[config.mk]
export PLATFORM = sky130hd
export DESIGN_NAME = sm3_hash_engine_top_flat
export DESIGN_NICKNAME = d
export VERILOG_FILES = /design/src/sv/sm3_pkg.sv /design/src/sv/sm3_in_if.sv /design/src/sv/sm3_out_if.sv /design/src/sv/sm3_hash_engine_top.sv /design/src/flat_wrapper.sv
export SDC_FILE = /design/constraint.sdc
export NUM_CORES = 2
export LEC_CHECK = 0
export BUFFER_PORTS_ARGS = -buffer_cell sky130_fd_sc_hd__buf_4
export CAP_MARGIN = 20
export CELL_PAD_IN_SITES_DETAIL_PLACEMENT = 1
export CELL_PAD_IN_SITES_GLOBAL_PLACEMENT = 2
export CORE_UTILIZATION = 40
export CTS_CLUSTER_SIZE = 8
export DETAILED_ROUTE_END_ITERATION = 8
export PLACE_DENSITY = 0.76
export SLEW_MARGIN = 10
export SYNTH_ARGS = -nofsm -noshare
export SYNTH_HDL_FRONTEND = slang
export SYNTH_SLANG_ARGS = --single-unit
[constraint.sdc]
create_clock -name i_clk -period 59.3 [get_ports i_clk]
set_input_delay 17.79 -clock i_clk [delete_from_list [all_inputs] [get_ports i_clk]]
set_output_delay 17.79 -clock i_clk [all_outputs]
set_load 0.01 [all_outputs]
[src/sv/sm3_pkg.sv]
// Shared types and constants of the SM3 hash engine.
package sm3_pkg;

    localparam int unsigned WORD_W  = 32;
    localparam int unsigned COUNT_W = 3;

    typedef logic [WORD_W-1:0]  t_word;
    typedef logic [COUNT_W-1:0] t_byte_count;

    localparam t_word SM3_IV [0:7] = '{
        32'h7380_166F, 32'h4914_B2B9, 32'h1724_42D7, 32'hDA8A_0600,
        32'hA96F_30BC, 32'h1631_38AA, 32'hE38D_EE4D, 32'hB0FB_0E4E
    };

    localparam t_word T_EARLY     = 32'h79CC_4519;
    localparam t_word T_LATE_ROT  = 32'h9D8A_7A87;
    localparam t_word PAD_MARK    = 32'h8000_0000;

endpackage

[src/sv/sm3_in_if.sv]
// Message word channel of the SM3 hash engine.
interface sm3_in_if import sm3_pkg::*; ();
    logic        valid;
    logic        ready;
    t_word       msg_word;
    t_byte_count byte_count;
    logic        last_word;

    modport source (output valid, msg_word, byte_count, last_word, input ready);
    modport sink   (input valid, msg_word, byte_count, last_word, output ready);
endinterface

[src/sv/sm3_out_if.sv]
// Digest word channel of the SM3 hash engine.
interface sm3_out_if import sm3_pkg::*; ();
    logic  valid;
    logic  ready;
    t_word digest_word;
    logic  digest_last;

    modport source (output valid, digest_word, digest_last, input ready);
    modport sink   (input valid, digest_word, digest_last, output ready);
endinterface

[src/sv/sm3_hash_engine_top.sv]
// SM3 hash engine: message word intake, padding, round unit and digest output.
// A message word without the last mark is accepted while the engine is idle; the word that
// completes a 16-word block leaves the engine busy, taking no new word, while its single round
// unit performs one compression round per cycle.
// The last word starts the padding sequencer, which appends one padding word per cycle,
// pausing while a compression runs, and runs one or two further compressions, after which
// the eight digest words are offered one per cycle, each held until it is taken, and the
// engine returns to its initial value. No new word is accepted from the last word until the
// final digest word has been taken.
module sm3_hash_engine_top import sm3_pkg::*; (
    input  logic      i_clk,
    input  logic      i_rst_n,
    sm3_in_if.sink    i_msg,
    sm3_out_if.source o_digest
);

    localparam logic [3:0] FILL_LEN_HI = 4'd14;
    localparam logic [3:0] FILL_FULL   = 4'd15;
    localparam logic [5:0] ROUND_LAST  = 6'd63;
    localparam logic [5:0] ROUND_SWAP  = 6'd15;
    localparam logic [2:0] OUT_LAST    = 3'd7;

    typedef enum logic [2:0] {S_IDLE, S_MARK, S_ZERO, S_COMP, S_OUT} t_state;

    t_state      r_state, r_ret, n_cont;
    logic [3:0]  r_fill;
    logic [63:0] r_bitlen;
    t_word       r_chain [0:7];
    t_word       r_v     [0:7];
    t_word       n_v     [0:7];
    t_word       r_w     [0:15];
    t_word       r_t;
    logic [5:0]  r_round;
    logic [2:0]  r_out_idx;
    logic        r_len_hi;

    logic        in_acc, out_acc, push_en, len_set;
    t_word       push_val, w_new, keep, mark;
    t_word       a12, ss1, ss2, ff, gg, tt1, tt2;
    logic [2:0]  c_sat;
    logic [63:0] len_add;

    function automatic t_word rotl(input t_word x, input int unsigned n);
        return (x << n) | (x >> (WORD_W - n));
    endfunction

    function automatic t_word perm0(input t_word x);
        return x ^ rotl(x, 9) ^ rotl(x, 17);
    endfunction

    function automatic t_word perm1(input t_word x);
        return x ^ rotl(x, 15) ^ rotl(x, 23);
    endfunction

    assign in_acc  = i_msg.valid && i_msg.ready;
    assign out_acc = o_digest.valid && o_digest.ready;

    assign i_msg.ready          = (r_state == S_IDLE);
    assign o_digest.valid       = (r_state == S_OUT);
    assign o_digest.digest_word = r_chain[r_out_idx];
    assign o_digest.digest_last = (r_out_idx == OUT_LAST);

    always_comb begin
        c_sat = i_msg.byte_count[2] ? 3'd4 : i_msg.byte_count;
        case (c_sat)
            3'd1:    begin keep = 32'hFF00_0000; mark = PAD_MARK >> 8;  end
            3'd2:    begin keep = 32'hFFFF_0000; mark = PAD_MARK >> 16; end
            3'd3:    begin keep = 32'hFFFF_FF00; mark = PAD_MARK >> 24; end
            default: begin keep = '0;            mark = PAD_MARK;       end
        endcase
        len_add = i_msg.last_word ? {58'd0, c_sat, 3'd0} : 64'd32;

        push_en  = 1'b0;
        push_val = '0;
        n_cont   = r_state;
        len_set  = 1'b0;
        case (r_state)
            S_IDLE: begin
                if (in_acc) begin
                    push_en = 1'b1;
                    if (!i_msg.last_word) begin
                        push_val = i_msg.msg_word;
                        n_cont   = S_IDLE;
                    end else if (c_sat[2]) begin
                        push_val = i_msg.msg_word;
                        n_cont   = S_MARK;
                    end else begin
                        push_val = (i_msg.msg_word & keep) | mark;
                        n_cont   = S_ZERO;
                    end
                end
            end
            S_MARK: begin
                push_en  = 1'b1;
                push_val = PAD_MARK;
                n_cont   = S_ZERO;
            end
            S_ZERO: begin
                push_en = 1'b1;
                if (r_len_hi) begin
                    push_val = r_bitlen[31:0];
                    n_cont   = S_OUT;
                end else if (r_fill == FILL_LEN_HI) begin
                    push_val = r_bitlen[63:32];
                    len_set  = 1'b1;
                    n_cont   = S_ZERO;
                end else begin
                    push_val = '0;
                    n_cont   = S_ZERO;
                end
            end
            default: ;
        endcase

        w_new = perm1(r_w[0] ^ r_w[7] ^ rotl(r_w[13], 15)) ^ rotl(r_w[3], 7) ^ r_w[10];

        a12 = rotl(r_v[0], 12);
        ss1 = rotl(a12 + r_v[4] + r_t, 7);
        ss2 = ss1 ^ a12;
        if (r_round[5:4] == 2'd0) begin
            ff = r_v[0] ^ r_v[1] ^ r_v[2];
            gg = r_v[4] ^ r_v[5] ^ r_v[6];
        end else begin
            ff = (r_v[0] & r_v[1]) | (r_v[0] & r_v[2]) | (r_v[1] & r_v[2]);
            gg = (r_v[4] & r_v[5]) | (~r_v[4] & r_v[6]);
        end
        tt1 = ff + r_v[3] + ss2 + (r_w[0] ^ r_w[4]);
        tt2 = gg + r_v[7] + ss1 + r_w[0];
        n_v[0] = tt1;
        n_v[1] = r_v[0];
        n_v[2] = rotl(r_v[1], 9);
        n_v[3] = r_v[2];
        n_v[4] = perm0(tt2);
        n_v[5] = r_v[4];
        n_v[6] = rotl(r_v[5], 19);
        n_v[7] = r_v[6];
    end

    always_ff @(posedge i_clk) begin
        if (!i_rst_n) begin
            r_state   <= S_IDLE;
            r_ret     <= S_IDLE;
            r_fill    <= '0;
            r_bitlen  <= '0;
            r_chain   <= SM3_IV;
            r_round   <= '0;
            r_out_idx <= '0;
            r_len_hi  <= 1'b0;
        end else begin
            if (in_acc) begin
                r_bitlen <= r_bitlen + len_add;
            end
            if (len_set) begin
                r_len_hi <= 1'b1;
            end
            if (push_en) begin
                for (int i = 0; i < 15; i++) begin
                    r_w[i] <= r_w[i+1];
                end
                r_w[15] <= push_val;
                if (r_fill == FILL_FULL) begin
                    r_fill  <= '0;
                    r_state <= S_COMP;
                    r_ret   <= n_cont;
                    r_v     <= r_chain;
                    r_round <= '0;
                    r_t     <= T_EARLY;
                end else begin
                    r_fill  <= r_fill + 4'd1;
                    r_state <= n_cont;
                end
            end
            case (r_state)
                S_COMP: begin
                    for (int i = 0; i < 15; i++) begin
                        r_w[i] <= r_w[i+1];
                    end
                    r_w[15] <= w_new;
                    r_v     <= n_v;
                    r_round <= r_round + 6'd1;
                    r_t     <= (r_round == ROUND_SWAP) ? T_LATE_ROT : rotl(r_t, 1);
                    if (r_round == ROUND_LAST) begin
                        for (int i = 0; i < 8; i++) begin
                            r_chain[i] <= r_chain[i] ^ n_v[i];
                        end
                        r_state <= r_ret;
                    end
                end
                S_OUT: begin
                    if (out_acc) begin
                        r_out_idx <= r_out_idx + 3'd1;
                        if (r_out_idx == OUT_LAST) begin
                            r_chain  <= SM3_IV;
                            r_bitlen <= '0;
                            r_fill   <= '0;
                            r_len_hi <= 1'b0;
                            r_state  <= S_IDLE;
                        end
                    end
                end
                default: ;
            endcase
        end
    end

    // The engine never offers a digest word while it can take a message word.
    a_no_overlap: assert property (@(posedge i_clk) disable iff (!i_rst_n)
        !(o_digest.valid && i_msg.ready))
        else $error("digest offered while taking message words");

    // The round counter rests at zero outside a compression.
    a_round_idle: assert property (@(posedge i_clk) disable iff (!i_rst_n)
        (r_state != S_COMP) |-> (r_round == '0))
        else $error("round counter not at rest");

    // A compression only ever runs on a complete block.
    a_comp_fill: assert property (@(posedge i_clk) disable iff (!i_rst_n)
        (r_state == S_COMP) |-> (r_fill == '0))
        else $error("compression with a partly filled block");

    // After the final digest word the chaining value and length start afresh.
    a_restart: assert property (@(posedge i_clk) disable iff (!i_rst_n)
        (out_acc && o_digest.digest_last) |=>
            (r_chain[0] == SM3_IV[0] && r_chain[7] == SM3_IV[7] && r_bitlen == '0
             && r_state == S_IDLE))
        else $error("engine not restarted after digest");

endmodule
[src/flat_wrapper.sv]
// flat-port wrapper written by rule: the top's interface ports become plain ports
module sm3_hash_engine_top_flat import sm3_pkg::*;
  (i_clk, i_rst_n, i_msg_valid, i_msg_msg_word, i_msg_byte_count, i_msg_last_word, i_msg_ready, o_digest_valid, o_digest_digest_word, o_digest_digest_last, o_digest_ready);
  sm3_in_if i_msg_i ();
  sm3_out_if o_digest_i ();
  input  logic i_clk;
  input  logic i_rst_n;
  input wire logic [$bits(i_msg_i.valid)-1:0] i_msg_valid;
  input wire logic [$bits(i_msg_i.msg_word)-1:0] i_msg_msg_word;
  input wire logic [$bits(i_msg_i.byte_count)-1:0] i_msg_byte_count;
  input wire logic [$bits(i_msg_i.last_word)-1:0] i_msg_last_word;
  output wire logic [$bits(i_msg_i.ready)-1:0] i_msg_ready;
  output wire logic [$bits(o_digest_i.valid)-1:0] o_digest_valid;
  output wire logic [$bits(o_digest_i.digest_word)-1:0] o_digest_digest_word;
  output wire logic [$bits(o_digest_i.digest_last)-1:0] o_digest_digest_last;
  input wire logic [$bits(o_digest_i.ready)-1:0] o_digest_ready;
  assign i_msg_i.valid = i_msg_valid;
  assign i_msg_i.msg_word = i_msg_msg_word;
  assign i_msg_i.byte_count = i_msg_byte_count;
  assign i_msg_i.last_word = i_msg_last_word;
  assign i_msg_ready = i_msg_i.ready;
  assign o_digest_valid = o_digest_i.valid;
  assign o_digest_digest_word = o_digest_i.digest_word;
  assign o_digest_digest_last = o_digest_i.digest_last;
  assign o_digest_i.ready = o_digest_ready;
  sm3_hash_engine_top u_core (.i_clk(i_clk), .i_rst_n(i_rst_n), .i_msg(i_msg_i), .o_digest(o_digest_i));
endmodule
-- Yosys cells after proc, flatten, opt, wreduce, memory -nomap -nowiden
Memory sizes are Yosys's and may differ from the RTL's.
Cells that the tools add are included.
- mux-type cells: 80
- add/sub/neg operators: 12
- $lt $le $gt $ge: 1
- equality and inequality tests: 15
- bitwise operators: 61
- reductions and logical operators: 13
- operator list (operator ; count):
    $mux 256 ; 6
    $mux 32 ; 29
    $xor 32x32->32 ; 22
    $pmux 256 s2 ; 1
    $pmux 32 s3 ; 3
    $add 32x32->32 ; 8
    $mux 64 ; 4
    $and 32x32->32 ; 6
    $or 32x32->32 ; 4
    $bmux 32 s3 ; 1
    $add 64x64->64 ; 1
    $or 32x15->32 ; 2
    $or 32x7->32 ; 2
    $or 32x9->32 ; 2
    $not 32->32 ; 1
    $or 32x1->32 ; 1
    $or 32x12->32 ; 1
    $or 32x17->32 ; 1
    $or 32x19->32 ; 1
    $or 32x23->32 ; 1
    $mux 3 ; 9
    $mux 6 ; 4
    $mux 4 ; 5
    $or 1x1->1 ; 16
    26 further kinds ; 51
- RAM bits: 512
- register bits: 628
- memories: 1
- input port bits: 40
- memory list (name ; depth ; width ; read ports ; clocked after Yosys merged registers in ; wr ports ; RTL line ; source):
    u_core.r_w ; 16 ; 32 ; 16 ; 0 ; 16 ; sm3_hash_engine_top.sv:31 ; t_word r_w [0:15];

-- Longest topological paths before layout
- word-level depth: 13
- mapped depth: 31
- mapped depth without buffers: 30

-- Worst setup path after synthesis
Ideal clock, no wire load.
- path kind: in2reg
- start: in i_msg_valid
- end: mem u_core.r_w[0][480] (netlist bit), data pin
- path slack: -4.297 ns
- data arrival time: 63.288 ns
- setup time: 0.309 ns
- data required time: 58.991 ns
- stages on the path: 5
- cell sequence: nor3_1 nor3b_1 nand2_1 a221oi_1 a21oi_1
- RTL lines (what ; RTL line ; source):
    from (decl) ; flat_wrapper.sv:8 ; input wire logic [$bits(i_msg_i.valid)-1:0] i_msg_valid;
    to (decl) ; sm3_hash_engine_top.sv:31 ;

-- Final worst setup path
- start: reg u_core.r_out_idx[0]
- end: out o_digest_digest_word[10]
- word-level cells in the longest chain between the ends: 4
- ends and longest elaborated chain (what ; RTL line ; source):
    from (decl) ; sm3_hash_engine_top.sv:34 ; logic [2:0] r_out_idx;
    from (signal assigned) ; sm3_hash_engine_top.sv:191 ; r_out_idx <= r_out_idx + 3'd1;
    $not 3->4 (implied by the code) ; sm3_hash_engine_top.sv:60 ; assign o_digest.digest_word = r_chain[r_out_idx];
    $bmux 32 s3 ; sm3_hash_engine_top.sv:60 ;
    $mux 32 (implied by the code) (2 in series) ; sm3_hash_engine_top.sv:60 ;
    to (decl) ; flat_wrapper.sv:14 ; output wire logic [$bits(o_digest_i.digest_word)-1:0] o_digest_digest_word;
Every way passes these cells. The select of a mux whose other input is x is not followed.

==> results_dict.tcl <==
set metrics [dict create \
    cts-root-buf "clkbuf_16" \
    portBuffers 74 \
    period_needed_ps 21630 \
    crit_start "u_core.r_out_idx[0]" \
    final_util_pct 45.90 \
    dr.pass1.iters 6 \
    core_mm2 0.1402 \
    power_frac_comb_pct 31.2 \
    path_cells "buf_4, buf_4, mux4_2, mux2_2, buf_4" \
    clkPwrFrac_pct 33.4 \
    postCtsSetupBuffers 0 \
    fp.dieArea_mm2 0.1436 \
    placedCellCount 6791 \
    grt_usage_pct 27.13 \
    cp_slowest_cell "dfxtp_4" \
    max_cap_viol_count 0 \
    p_per_area_mw_per_mm2 41.93 \
    switching_share_pct 35.19 \
    internal-power_mw 1.749 \
    grt_pass1_vias 39880 \
    syn_avg_cell_area_um2 11.35 \
    endpoint "o_digest_digest_word[10]" \
    clockBufferDepth 3 \
    boundaryPins 75 \
    whs_ps 395.1 \
    seq_area_frac_synth_pct 54.14 \
    synthCells 5009 \
    synth_top_family_by_area "simple AND/OR/NAND/NOR gates" \
    synth_adder_area_share_pct 8.859 \
    mostFrequentLayoutCell "nand2_1" \
    rsz0062_at_grt "no" \
    drc_errors 0 \
    r2r_start "u_core.n_v[218]" \
    fin_crit_sh_pct 36.48 \
    synth_top_cell_area_share_pct 42.27 \
    critical_path.max_fanout 26 \
    ys_top_cells_by_area "edfxtp_1 42%, dfxtp_1 12%, fa_1 6.7%" \
    synth_edf_count 800 \
    drtAntennaViolNets 0 \
    wire_per_inst_um 27.30 \
    via_per_inst 5.574 \
    async_flop_share_pct 0 \
    crit_path_frequent_cell "buf_4" \
    place_congestion 0.9204 \
    grt_pass1_wl_um 280200 \
    htree_levels 4 \
    ys_ff_latch 1137 \
    tritoncts "yes" \
    yosys_most_used_dff "edfxtp_1" \
    clock.fmax_mhz 46.22 \
    num_vias 39470 \
    syn_nets 5338 \
    grt_antenna_before_repair 4 \
    fin_worst_skew_ps 41.99 \
    p_total_mw 2.699 \
    path_class "flip-flop to output pin" \
    yosys_warnings 0 \
    dr.first_iter.drc_count 3498 \
    rrSetupSlack_ps 50030 \
    seqPwrFrac_pct 35.5 \
    drt-total-wl_um 193300 \
    grt_max_degree 200 \
    die_h_um 378.9 \
    grt_overflow_total 0 \
    cts_buffers 162 \
    setup_viol 0 \
    synth.distinct_cells 74 \
    syn2layout_area_growth_pct 13.25 \
    start_util_pct 40.53 \
    worstSkewPairLatency_ps 800 \
    drv_slew 0 \
    tightest_slew_ps 1208 \
    cts_resized 0 \
    fin_setup_tns_ps 0 \
    clkSlewWorstSetupHoldPaths_ps 50 \
    end_kind "output pin" \
    syn_area_mm2 0.05683 \
    r2r_cells 25 \
    final_nets 5409 \
    synthSimpleGateAreaFrac_pct 12.75 \
    cp.arrival_ps 3840 \
    power.switching_uw 949.9 \
    cp_data_required_time_ps 41510 \
    final-hold-violation-count 0 \
    synth_xor_area_share_pct 9.291 \
    post-dp-hpwl_um 139600 \
    die_w_um 378.9 \
    rows 137 \
    r2r-end "u_core.n_v[215]" \
    outcome "finished clean" \
    p_leak_nw 23.99 \
    slew_headroom_pct 18.92 \
    synth-compound-area-share_pct 8.210 \
    startpoint_type "flip-flop" \
    final_cell_mix "938 x nand2_1, 800 x edfxtp_1, 334 x dfxtp_1" \
    drive_above_1_share_pct 8.824 \
    hold_path_class "flip-flop to flip-flop" \
    yosys.area.top_type "edfxtp_1" \
    stdcell_count 7081 \
    synth_mux_area_share_pct 4.099 \
    clock_sinks 1137 \
    cpPeakStageDelay_ps 690 \
    cts.hold.buffers_added 0 \
    ir_drop_mv 0.03888 \
    fill_cells 14950 \
]
==> per-layer routing <==
layer	global-route usage [%]	up-vias	wire length, µm
met4	11.10	4	7997
li1	-	17640	-
met2	44.11	999	91880
met5	0	-	33
met1	35.94	20550	83380
met3	4.508	275	9992
==> sequential cells by signal (all words and copies together) (netlist names) <==
name	count
u_core.r_w	512
u_core.r_chain	256
u_core.n_v	128
u_core.r_v	128
u_core.r_bitlen	61
u_core.r_t	32
u_core.r_round	6
u_core.r_fill	4
u_core.r_out_idx	3
u_core.r_ret	3
u_core.r_state	3
u_core.r_len_hi	1
==> cell usage after synthesis, types with 26 or more instances <==
master and instances:
a211oi_1 29, a21o_1 48, a21oi_1 235, a222oi_1 26, a31oi_1 27, and3_1 117, clkbuf_1 202, dfxtp_1 337
edfxtp_1 800, fa_1 189, ha_1 100, inv_1 181, mux2_2 46, mux2i_1 37, mux4_2 64, nand2_1 941
nand3_1 86, nor2_1 292, nor2b_1 33, nor3_1 51, o21ai_0 314, or3_1 67, xnor2_1 289, xor2_1 272
==> worst min-delay path by stage <==
stage | end | cells after the start | slack, ps | startpoint
final | u_core.r_w[0][128] | 0 | 400 | u_core.r_w[0][160]
after global routing | u_core.r_w[0][128] | 0 | 400 | u_core.r_w[0][160]
after CTS | u_core.r_w[0][128] | 0 | 390 | u_core.r_w[0][160]
after detailed placement | u_core.r_w[0][473] | 0 | 410 | u_core.r_w[0][505]
after global placement | u_core.r_w[0][157] | 0 | 400 | u_core.r_w[0][189]
after floorplan | u_core.r_w[0][0] | 0 | 400 | u_core.r_w[0][32]
==> cell type report <==
cell class              instances  area (µm²)  area share (%)
repair buffers                125        1013           1.575
clock buffers                 273        4564           7.092
inverters                     181       679.4           1.056
flip-flops and latches       1137       30780           47.82
diodes                          3       7.507         0.01166
multi-input cells            3473       24640           38.28
well taps                    1876        2347           3.647
clock inverters                13       331.6          0.5152
==> worst max-delay path, delay by kind of cell (launching register included) <==
kind	cells	cell delay (ps)
muxes	2	970
buffers and inverters	3	1310
DFF	1	690
==> per-stage QoR <==
step	setup WS (ps)	instance area, µm²
after floorplan	16980	56840
after CTS	37510	64350
final	37670	64360
after global placement	38350	59440
after global routing	37440	64360
after detailed placement	38250	59450
==> cells by family after synthesis <==
family / Yosys count
and+or+nand+nor: 1673
DFF: 1137
xor gates and xnor gates: 577
muxes: 147
AOI/OAI and AO/OA: 787
adders and majority gates: 289
buffers and inverters: 399
==> power by group through the flow <==
stage	clock network [mW]	registers [mW]	logic, mW
after global placement	0	0.968	0.819
after CTS	0.918	0.958	0.839
after global routing	0.949	0.961	0.897
after floorplan	0	0.982	0.531
after detailed placement	0	0.972	0.831
final	0.901	0.957	0.841
No activity file was read; power rests on OpenSTA's default activity.
